**config.mk**
```make
export PLATFORM = sky130hd
export DESIGN_NAME = hex_ascii_frame_receiver_flat
export DESIGN_NICKNAME = d
export VERILOG_FILES = /design/src/sv/hafr_pkg.sv /design/src/sv/hafr_stream_if.sv /design/src/sv/hex_ascii_frame_receiver.sv /design/src/flat_wrapper.sv
export SDC_FILE = /design/constraint.sdc
export NUM_CORES = 1
export LEC_CHECK = 0
export BUFFER_PORTS_ARGS = -buffer_cell sky130_fd_sc_hd__buf_2
export CAP_MARGIN = 30
export CELL_PAD_IN_SITES_DETAIL_PLACEMENT = 0
export CELL_PAD_IN_SITES_GLOBAL_PLACEMENT = 2
export CORE_ASPECT_RATIO = 0.75
export CORE_MARGIN = 5
export CORE_UTILIZATION = 41
export CTS_CLUSTER_DIAMETER = 60
export CTS_CLUSTER_SIZE = 24
export DETAILED_ROUTE_END_ITERATION = 12
export PLACE_DENSITY_LB_ADDON = 0.1
export SYNTH_ARGS = -nofsm -noshare
export SYNTH_HDL_FRONTEND = slang
export SYNTH_SLANG_ARGS = --single-unit
```
**constraint.sdc**
```tcl
create_clock -name clk -period 4.73 [get_ports clk]
set_clock_uncertainty 0.2 [all_clocks]
set_input_delay 0.2365 -clock clk [delete_from_list [all_inputs] [get_ports clk]]
set_output_delay 0.2365 -clock clk [all_outputs]
set_load 0.01 [all_outputs]
```
**src/sv/hafr_pkg.sv**
```systemverilog
// ----------------------------------------------------------------------------
// hafr_pkg
// Shared types, constants and the hex character decoder for the hex ASCII
// frame receiver.
// ----------------------------------------------------------------------------
package hafr_pkg;

    localparam logic [7:0] START_BYTE = 8'hAC;
    localparam logic [7:0] END_BYTE   = 8'hCC;

    localparam int POS_W = 9;

    localparam logic [1:0] STATUS_GOOD    = 2'd0;
    localparam logic [1:0] STATUS_BAD_XOR = 2'd1;
    localparam logic [1:0] STATUS_BAD_END = 2'd2;

    typedef struct packed {
        logic [7:0] high_char;
        logic [7:0] low_char;
    } char_pair_t;

    typedef struct packed {
        logic [1:0]  frame_status;
        logic [7:0]  frame_class;
        logic [7:0]  frame_sub;
        logic [7:0]  frame_length;
        logic [31:0] leading_payload;
    } frame_result_t;

    function automatic logic [3:0] hex_nibble(input logic [7:0] c);
        logic [3:0] n;
        n = 4'd0;
        if (c >= 8'h30 && c <= 8'h39) begin
            n = 4'(c - 8'h30);
        end
        else if (c >= 8'h61 && c <= 8'h66) begin
            n = 4'(c - 8'h57);
        end
        else if (c >= 8'h41 && c <= 8'h46) begin
            n = 4'(c - 8'h37);
        end
        return n;
    endfunction

endpackage

```
**src/sv/hafr_stream_if.sv**
```systemverilog
// ----------------------------------------------------------------------------
// hafr_stream_if
// Valid/ready stream channel; one transfer when valid and ready are high.
// ----------------------------------------------------------------------------
interface hafr_stream_if #(
    parameter type payload_t = logic [7:0]
);
    logic     valid;
    logic     ready;
    payload_t payload;

    modport source (
        output valid,
        output payload,
        input  ready
    );

    modport sink (
        input  valid,
        input  payload,
        output ready
    );
endinterface

```
**src/sv/hex_ascii_frame_receiver.sv**
```systemverilog
// ----------------------------------------------------------------------------
// hex_ascii_frame_receiver
// Decodes pairs of ASCII hex characters to bytes and parses 0xAC-started
// frames: class, sub, length, payload, XOR check, closing byte.
// ----------------------------------------------------------------------------
// One character pair can be transferred every clock cycle. A pair passes
// through an input register and then the decode and parse logic into the
// result register, so a frame result is offered once its closing pair
// leaves the input register. Only the output side can slow the block: while
// a result waits, the pair in the input register holds, and input stalls once
// that register is full.
module hex_ascii_frame_receiver (
    input  logic           clk,
    input  logic           rst_n,
    hafr_stream_if.sink    chars,
    hafr_stream_if.source  frames
);
    import hafr_pkg::*;

    logic              s1_valid_reg;
    char_pair_t        s1_data_reg;
    logic              s1_fire;

    logic              inside_frame_reg,  inside_frame_next;
    logic [POS_W-1:0]  byte_position_reg, byte_position_next;
    logic [7:0]        class_hold_reg,    class_hold_next;
    logic [7:0]        sub_hold_reg,      sub_hold_next;
    logic [7:0]        length_hold_reg,   length_hold_next;
    logic [7:0]        xor_running_reg,   xor_running_next;
    logic              checksum_bad_reg,  checksum_bad_next;
    logic [31:0]       payload_word_reg,  payload_word_next;

    logic              out_valid_reg;
    frame_result_t     out_data_reg;
    logic              result_hit;
    frame_result_t     result_data;

    logic [7:0]        b;
    logic [POS_W-1:0]  check_pos;

    assign s1_fire     = s1_valid_reg && (!out_valid_reg || frames.ready);
    assign chars.ready = !s1_valid_reg || s1_fire;

    assign frames.valid   = out_valid_reg;
    assign frames.payload = out_data_reg;

    assign b         = {hex_nibble(s1_data_reg.high_char), hex_nibble(s1_data_reg.low_char)};
    assign check_pos = POS_W'(3) + POS_W'(length_hold_reg);

    always_comb
    begin
        inside_frame_next  = inside_frame_reg;
        byte_position_next = byte_position_reg;
        class_hold_next    = class_hold_reg;
        sub_hold_next      = sub_hold_reg;
        length_hold_next   = length_hold_reg;
        xor_running_next   = xor_running_reg;
        checksum_bad_next  = checksum_bad_reg;
        payload_word_next  = payload_word_reg;
        result_hit         = 1'b0;
        result_data.frame_status    = STATUS_GOOD;
        result_data.frame_class     = class_hold_reg;
        result_data.frame_sub       = sub_hold_reg;
        result_data.frame_length    = length_hold_reg;
        result_data.leading_payload = payload_word_reg;

        if (!s1_fire) begin
            // hold
        end
        else if (!inside_frame_reg) begin
            if (b == START_BYTE) begin
                inside_frame_next  = 1'b1;
                byte_position_next = '0;
                class_hold_next    = '0;
                sub_hold_next      = '0;
                length_hold_next   = '0;
                xor_running_next   = '0;
                checksum_bad_next  = 1'b0;
                payload_word_next  = '0;
            end
        end
        else begin
            byte_position_next = byte_position_reg + POS_W'(1);
            if (byte_position_reg == POS_W'(0)) begin
                class_hold_next  = b;
                xor_running_next = xor_running_reg ^ b;
            end
            else if (byte_position_reg == POS_W'(1)) begin
                sub_hold_next    = b;
                xor_running_next = xor_running_reg ^ b;
            end
            else if (byte_position_reg == POS_W'(2)) begin
                length_hold_next = b;
                xor_running_next = xor_running_reg ^ b;
            end
            else if (byte_position_reg < check_pos) begin
                xor_running_next = xor_running_reg ^ b;
                case (byte_position_reg)
                    POS_W'(3): payload_word_next = payload_word_reg | {b, 24'd0};
                    POS_W'(4): payload_word_next = payload_word_reg | {8'd0, b, 16'd0};
                    POS_W'(5): payload_word_next = payload_word_reg | {16'd0, b, 8'd0};
                    POS_W'(6): payload_word_next = payload_word_reg | {24'd0, b};
                    default:   payload_word_next = payload_word_reg;
                endcase
            end
            else if (byte_position_reg == check_pos) begin
                checksum_bad_next = (b != xor_running_reg);
            end
            else begin
                result_hit         = 1'b1;
                inside_frame_next  = 1'b0;
                byte_position_next = '0;
                if (b != END_BYTE) begin
                    result_data.frame_status = STATUS_BAD_END;
                end
                else if (checksum_bad_reg) begin
                    result_data.frame_status = STATUS_BAD_XOR;
                end
            end
        end
    end

    always_ff @(posedge clk or negedge rst_n)
    begin
        if (!rst_n) begin
            s1_valid_reg <= 1'b0;
        end
        else if (chars.ready) begin
            s1_valid_reg <= chars.valid;
        end
    end

    always_ff @(posedge clk)
    begin
        if (chars.valid && chars.ready) begin
            s1_data_reg <= chars.payload;
        end
    end

    always_ff @(posedge clk or negedge rst_n)
    begin
        if (!rst_n) begin
            inside_frame_reg  <= 1'b0;
            byte_position_reg <= '0;
            class_hold_reg    <= '0;
            sub_hold_reg      <= '0;
            length_hold_reg   <= '0;
            xor_running_reg   <= '0;
            checksum_bad_reg  <= 1'b0;
            payload_word_reg  <= '0;
            out_valid_reg     <= 1'b0;
        end
        else begin
            inside_frame_reg  <= inside_frame_next;
            byte_position_reg <= byte_position_next;
            class_hold_reg    <= class_hold_next;
            sub_hold_reg      <= sub_hold_next;
            length_hold_reg   <= length_hold_next;
            xor_running_reg   <= xor_running_next;
            checksum_bad_reg  <= checksum_bad_next;
            payload_word_reg  <= payload_word_next;
            if (s1_fire) begin
                out_valid_reg <= result_hit;
            end
            else if (frames.ready) begin
                out_valid_reg <= 1'b0;
            end
        end
    end

    always_ff @(posedge clk)
    begin
        if (s1_fire && result_hit) begin
            out_data_reg <= result_data;
        end
    end

    a_idle_pos_zero: assert property (@(posedge clk) disable iff (!rst_n)
        !inside_frame_reg |-> byte_position_reg == '0)
        else $error("byte position nonzero while idle");

    a_pos_bounded: assert property (@(posedge clk) disable iff (!rst_n)
        inside_frame_reg |-> byte_position_reg <= check_pos + POS_W'(1))
        else $error("byte position past closing position");

    a_status_legal: assert property (@(posedge clk) disable iff (!rst_n)
        out_valid_reg |-> out_data_reg.frame_status != 2'd3)
        else $error("illegal frame status");

    a_result_ends_frame: assert property (@(posedge clk) disable iff (!rst_n)
        s1_fire && result_hit |=> !inside_frame_reg && out_valid_reg)
        else $error("result did not close frame");

    a_state_holds: assert property (@(posedge clk) disable iff (!rst_n)
        !s1_fire |=> $stable(inside_frame_reg) && $stable(byte_position_reg))
        else $error("parser state moved without a transfer");

endmodule
```
**src/flat_wrapper.sv**
```systemverilog
// flat-port wrapper written by rule: the top's interface ports become plain ports
module hex_ascii_frame_receiver_flat import hafr_pkg::*;
  (clk, rst_n, chars_valid, chars_payload, chars_ready, frames_valid, frames_payload, frames_ready);
  hafr_stream_if chars_i ();
  hafr_stream_if frames_i ();
  input  logic clk;
  input  logic rst_n;
  input wire logic [$bits(chars_i.valid)-1:0] chars_valid;
  input wire logic [$bits(chars_i.payload)-1:0] chars_payload;
  output wire logic [$bits(chars_i.ready)-1:0] chars_ready;
  output wire logic [$bits(frames_i.valid)-1:0] frames_valid;
  output wire logic [$bits(frames_i.payload)-1:0] frames_payload;
  input wire logic [$bits(frames_i.ready)-1:0] frames_ready;
  assign chars_i.valid = chars_valid;
  assign chars_i.payload = chars_payload;
  assign chars_ready = chars_i.ready;
  assign frames_valid = frames_i.valid;
  assign frames_payload = frames_i.payload;
  assign frames_i.ready = frames_ready;
  hex_ascii_frame_receiver u_core (.clk(clk), .rst_n(rst_n), .chars(chars_i), .frames(frames_i));
endmodule
```
=== Yosys cells after proc, flatten, opt, wreduce, memory -nomap -nowiden ===
Cells that the tools add are included.

* Mux-type cells: 34
* Eq/ne operators: 13
* Reductions and logical operators: 15
* Bitwise logic cells: 4
* Magnitude comparators: 7
* Add/subtract/negate cells: 5

{| class="wikitable"
|+ Operator list
! kind !! number
|-
| $mux W32 || 5
|-
| $pmux W32 S4 || 1
|-
| $mux W9 || 6
|-
| $mux W8 || 4
|-
| $or A32 B12 Y32 || 1
|-
| $or A32 B20 Y32 || 1
|-
| $or A32 B28 Y32 || 1
|-
| $or A32 B4 Y32 || 1
|-
| $eq A9 B3 Y1 const B || 3
|-
| $eq A9 B2 Y1 const B || 2
|-
| $ge A8 B7 Y1 const B || 2
|-
| $le A8 B7 Y1 const B || 2
|-
| $mux W1 || 15
|-
| $mux W4 || 3
|-
| $ne A2 B2 Y1 const B || 5
|-
| $add A2 B8 Y9 const A || 1
|-
| $add A9 B1 Y9 const B || 1
|-
| $eq A9 B1 Y1 const B || 1
|-
| $eq A9 B9 Y1 || 1
|-
| $logic_not A9 Y1 || 1
|-
| $lt A9 B9 Y1 || 1
|-
| $ge A8 B6 Y1 const B || 1
|-
| $le A8 B6 Y1 const B || 1
|-
| $sub A4 B3 Y4 const B || 2
|-
| other kinds (9) || 16
|}

* Output and inout bits: 10
* Word-level logic and storage cells: 86
* Flip-flop bits (word level): 68
* Input bits: 12

=== Depth between registers and ports, before layout ===
* Depth in word-level cells: 12
* Depth in mapped cells: 10
* Gate-level depth less buffers: 9

=== Least setup slack after synthesis ===
OpenSTA, ideal clock, no wires.

* Path kind: reg-to-reg
* From: register u_core.length_hold_reg[0]
* To: register u_core.out_data_reg, in the netlist u_core.frames.payload[0], enable pin
* Cell stages (with the launch flop): 11
* Arrival: 1.982 ns
* Setup slack: 2.219 ns
* Library setup time: 0.329 ns
* Required time: 4.201 ns
* Period minus slack after synthesis: 2.511 ns
* Path through: dfrtp_1 > inv_1 > ha_1 > nand3b_1 > ha_1 > o211ai_1 > a21oi_1 > o21ai_2 > and2_1 > buf_4 > nor2_1

* Cells in the longest elaborated chain, start to end: 10
* Elaborated cells between the ends (all ways): 11
* Classes of those cells: 1 x add/sub; 1 x order compare; 1 x eq/ne; 7 x mux; 1 x reduce/logical

{| class="wikitable"
|+ RTL lines
! item !! line !! text
|-
| from (decl) || hex_ascii_frame_receiver.sv:28 || <nowiki>logic [7:0] length_hold_reg, length_hold_next;</nowiki>
|-
| from (signal assigned) || hex_ascii_frame_receiver.sv:158 || <nowiki>length_hold_reg <= length_hold_next;</nowiki>
|-
| $add A2 B8 Y9 * || hex_ascii_frame_receiver.sv:48 || <nowiki>assign check_pos = POS_W'(3) + POS_W'(length_hold_reg);</nowiki>
|-
| branches (longest 2 deep; another with $lt A9 B9 Y1) || -- ||
|-
| $mux W1 * || hex_ascii_frame_receiver.sv:96 || <nowiki>else if (byte_position_reg < check_pos) begin</nowiki>
|-
| $mux W1 * || hex_ascii_frame_receiver.sv:92 || <nowiki>else if (byte_position_reg == POS_W'(2)) begin</nowiki>
|-
| $mux W1 * || hex_ascii_frame_receiver.sv:88 || <nowiki>else if (byte_position_reg == POS_W'(1)) begin</nowiki>
|-
| $mux W1 * || hex_ascii_frame_receiver.sv:84 || <nowiki>if (byte_position_reg == POS_W'(0)) begin</nowiki>
|-
| $mux W1 * || hex_ascii_frame_receiver.sv:70 || <nowiki>else if (!inside_frame_reg) begin</nowiki>
|-
| $mux W1 * || hex_ascii_frame_receiver.sv:67 || <nowiki>if (!s1_fire) begin</nowiki>
|-
| $logic_and A1 B1 Y1 * || hex_ascii_frame_receiver.sv:173 || <nowiki>if (s1_fire && result_hit) begin</nowiki>
|-
| to (signal assigned) || hex_ascii_frame_receiver.sv:174 || <nowiki>out_data_reg <= result_data;</nowiki>
|-
| to (decl) || hex_ascii_frame_receiver.sv:34 || <nowiki>frame_result_t out_data_reg;</nowiki>
|}

Mark *: on every way between the ends.
A chain may end at the register's enable or synchronous reset.

=== Worst setup path after layout ===
Ends and elaborated chain as after synthesis.

==> run metrics <==
Sink Count 32; cts repair resizes 0; final design utilization 51.0%; Core Area 4080 um2; P&R area growth vs syn 18.9%; Tcrit/Tclk final 59.0%; gr busiest metal met2; vias in the first global route 1,187; Clock Tree Buf Depth 2; Slew HR 66.6%; VDD IR max 0.196 mV; M1 GR Usage 17.4%; Startpoint Class flop; cells along the critical path inv_1 -> ha_1 -> nand3b_1 -> ha_1 -> o211ai_1 -> a21oi_1 -> o21ai_2 -> and2_1 -> nor2_1; final setup TNS 0 ps; gr usage total 12.5%; worst hold margin 79.7 ps; Final GP Congestion 0.783; diode count 0; Mean Syn Cell Area 11.6 um2; die span in y 66.6 um; via count 1,203; final setup vio count 0; Detailed Place HPWL 2430 um; Max FO, Critical Path 9; CP required 4470 ps; DR WL/cell 13.7 um; Slew @ Worst Pin 500 ps; Synth Instances 151; Peak Freq 358 MHz; drt first pass iters 4; Yosys warning count 0; total power divided by cell area 284 nW/um2; M3 GR Usage 4.33%; critical path's slowest cell dfrtp_1; Post-synth EDFFs 12; Port-buffer cells 17; Die ar. 5690 um2; CP max stage delay 360 ps; Cell variety after synth 44; insertion delay to the later sink of the worst-skew pair 270 ps; synth top area cells dfrtp_1 (29%), edfxtp_1 (21%), ha_1 (10%); P_leak 0.965 nW; first-pass GRT wire length 5480 um; htree depth 2; CP most frequent cell ha_1; Largest register FFs 9; Critical Path AT 2530 ps; most frequent cells in the layout dfrtp_1 (20), buf_2 (17), ha_1 (14); status complete, no violations; met2 usage 18.5%; CTS Buf Count 5; Initial Utilization 42.9%; post-route ant nets 0; drt drc 0; post-synth top area share 28.6%; largest net degree at the start of global routing 21; Final Power 0.000590 W; DRT iter0 DRCs 47; Final Max Slew Viols 0; Async SR Flop Fraction 62.5%; number of max-cap violations 0; Die X 85.5 um; FF+latch count, synth 32; layout cells sized above 1 20.4%; row count 20; final wirelength 3240 um; critical path class reg2reg; min Tclk post-route 2790 ps; CTS tree yes; sequential share of the synthesized area 49.2%; final count of hold timing violations 0; crit path capture type flop; initial antenna violation count 0; io pins 22; top cell type by total area after synthesis dfrtp_1; Post-synth top flop dfrtp_1; Min-Delay Path Class in2reg; Clk pin slew, worst setup/hold paths 60 ps; clk root buf clkbuf_8; DR vias/cell 5.10; commonest non-fill, non-tap cell in the layout dfrtp_1; post-synthesis instance area 1750 um2; total grt overflow 0; final net count 206; RSZ-0062 raised after global routing no
==> cell type report <==
type | instances | area (um2)
clock buffer | 6 | 82.6
sequential | 32 | 861
fill | 348 | 2000
timing repair buffer | 27 | 185
clock inverter | 2 | 33.8
multi-input combinational | 105 | 816
tap | 55 | 68.8
inverter | 9 | 33.8
==> metal layers <==
layer | share of wire (%) | routed length [um] | vias up
met5 | 0 | 0 | -
met4 | 0.52 | 17 | 0
met3 | 4.7 | 152 | 2
met2 | 42 | 1360 | 20
met1 | 53 | 1710 | 569
li1 | - | - | 612
==> final timing paths <==
path	from	endpoint	slack, ps	cells past startpoint
max	u_core.length_hold_reg[0]$_DFFE_PN0P_	u_core.frames.payload[0]$_DFFE_PP_	1940	9
min	frames_ready	u_core.s1_valid_reg$_DFFE_PN0N_	80	3
max reg2reg	u_core.length_hold_reg[0]$_DFFE_PN0P_	u_core.frames.payload[0]$_DFFE_PP_	1940	9
min reg2reg	u_core.payload_word_reg[3]$_DFFE_PN0P_	u_core.frames.payload[3]$_DFFE_PP_	250	0
max in group asynchronous	rst_n	u_core.s1_valid_reg$_DFFE_PN0N_	3750	2
min in group asynchronous	rst_n	u_core.payload_word_reg[2]$_DFFE_PN0P_	260	2
==> synthesized netlist by cell type, types with 3 or more instances <==
cell type,count
mux2_2,5
a21oi_1,8
o21ai_0,5
and2_1,5
buf_4,5
nor3_1,3
a21o_1,4
nand2b_1,3
inv_1,9
nand3_1,5
dfrtp_1,20
ha_1,14
edfxtp_1,12
nor2_1,9
nand4_1,5
==> critical path, delay by kind of cell (launching register included) <==
family,cells,cell delay (ps)
AND/OR/NAND/NOR,3,780
adder cells (fa/ha/maj),2,540
AO/OA/AOI/OAI,3,500
flip-flops,1,360
buffers and inverters,1,70
==> power breakdown <==
group	internal, W	total, W	switching [W]	leakage (nW)
combinational	0.0000158	0.0000317	0.0000159	0.515
clock	0.000169	0.000258	0.0000890	0.0588
sequential	0.000295	0.000300	0.00000572	0.392
==> what timing repair did <==
action,in CTS,in global routing
buffers inserted,0,0
hold endpoints to repair,29,0
hold buffers,10,0
==> logic make-up (layout without fill, tap and decap cells) <==
group | Yosys count | after routing | share of synthesized area (%)
XOR/XNOR | 2 | 2 | 1.00
multiplexers | 5 | 5 | 3.22
adder cells (fa/ha/maj) | 14 | 14 | 10.0
AND/OR/NAND/NOR | 48 | 48 | 18.6
AO/OA/AOI/OAI | 32 | 32 | 12.9
flip-flops | 32 | 32 | 49.2
buffers and inverters | 17 | 44 | 4.86
other | 1 | 4 | 0.214
==> per-stage QoR <==
step	instance area (um2)	instances	setup WS, ps
after floorplan	1760	154	2220
after global placement	1860	218	2060
after detailed placement	1860	218	1930
after CTS	2080	236	1930
after global routing	2080	236	1720
final	2080	236	1940
Note: power is estimated with default switching activity, not from simulation.
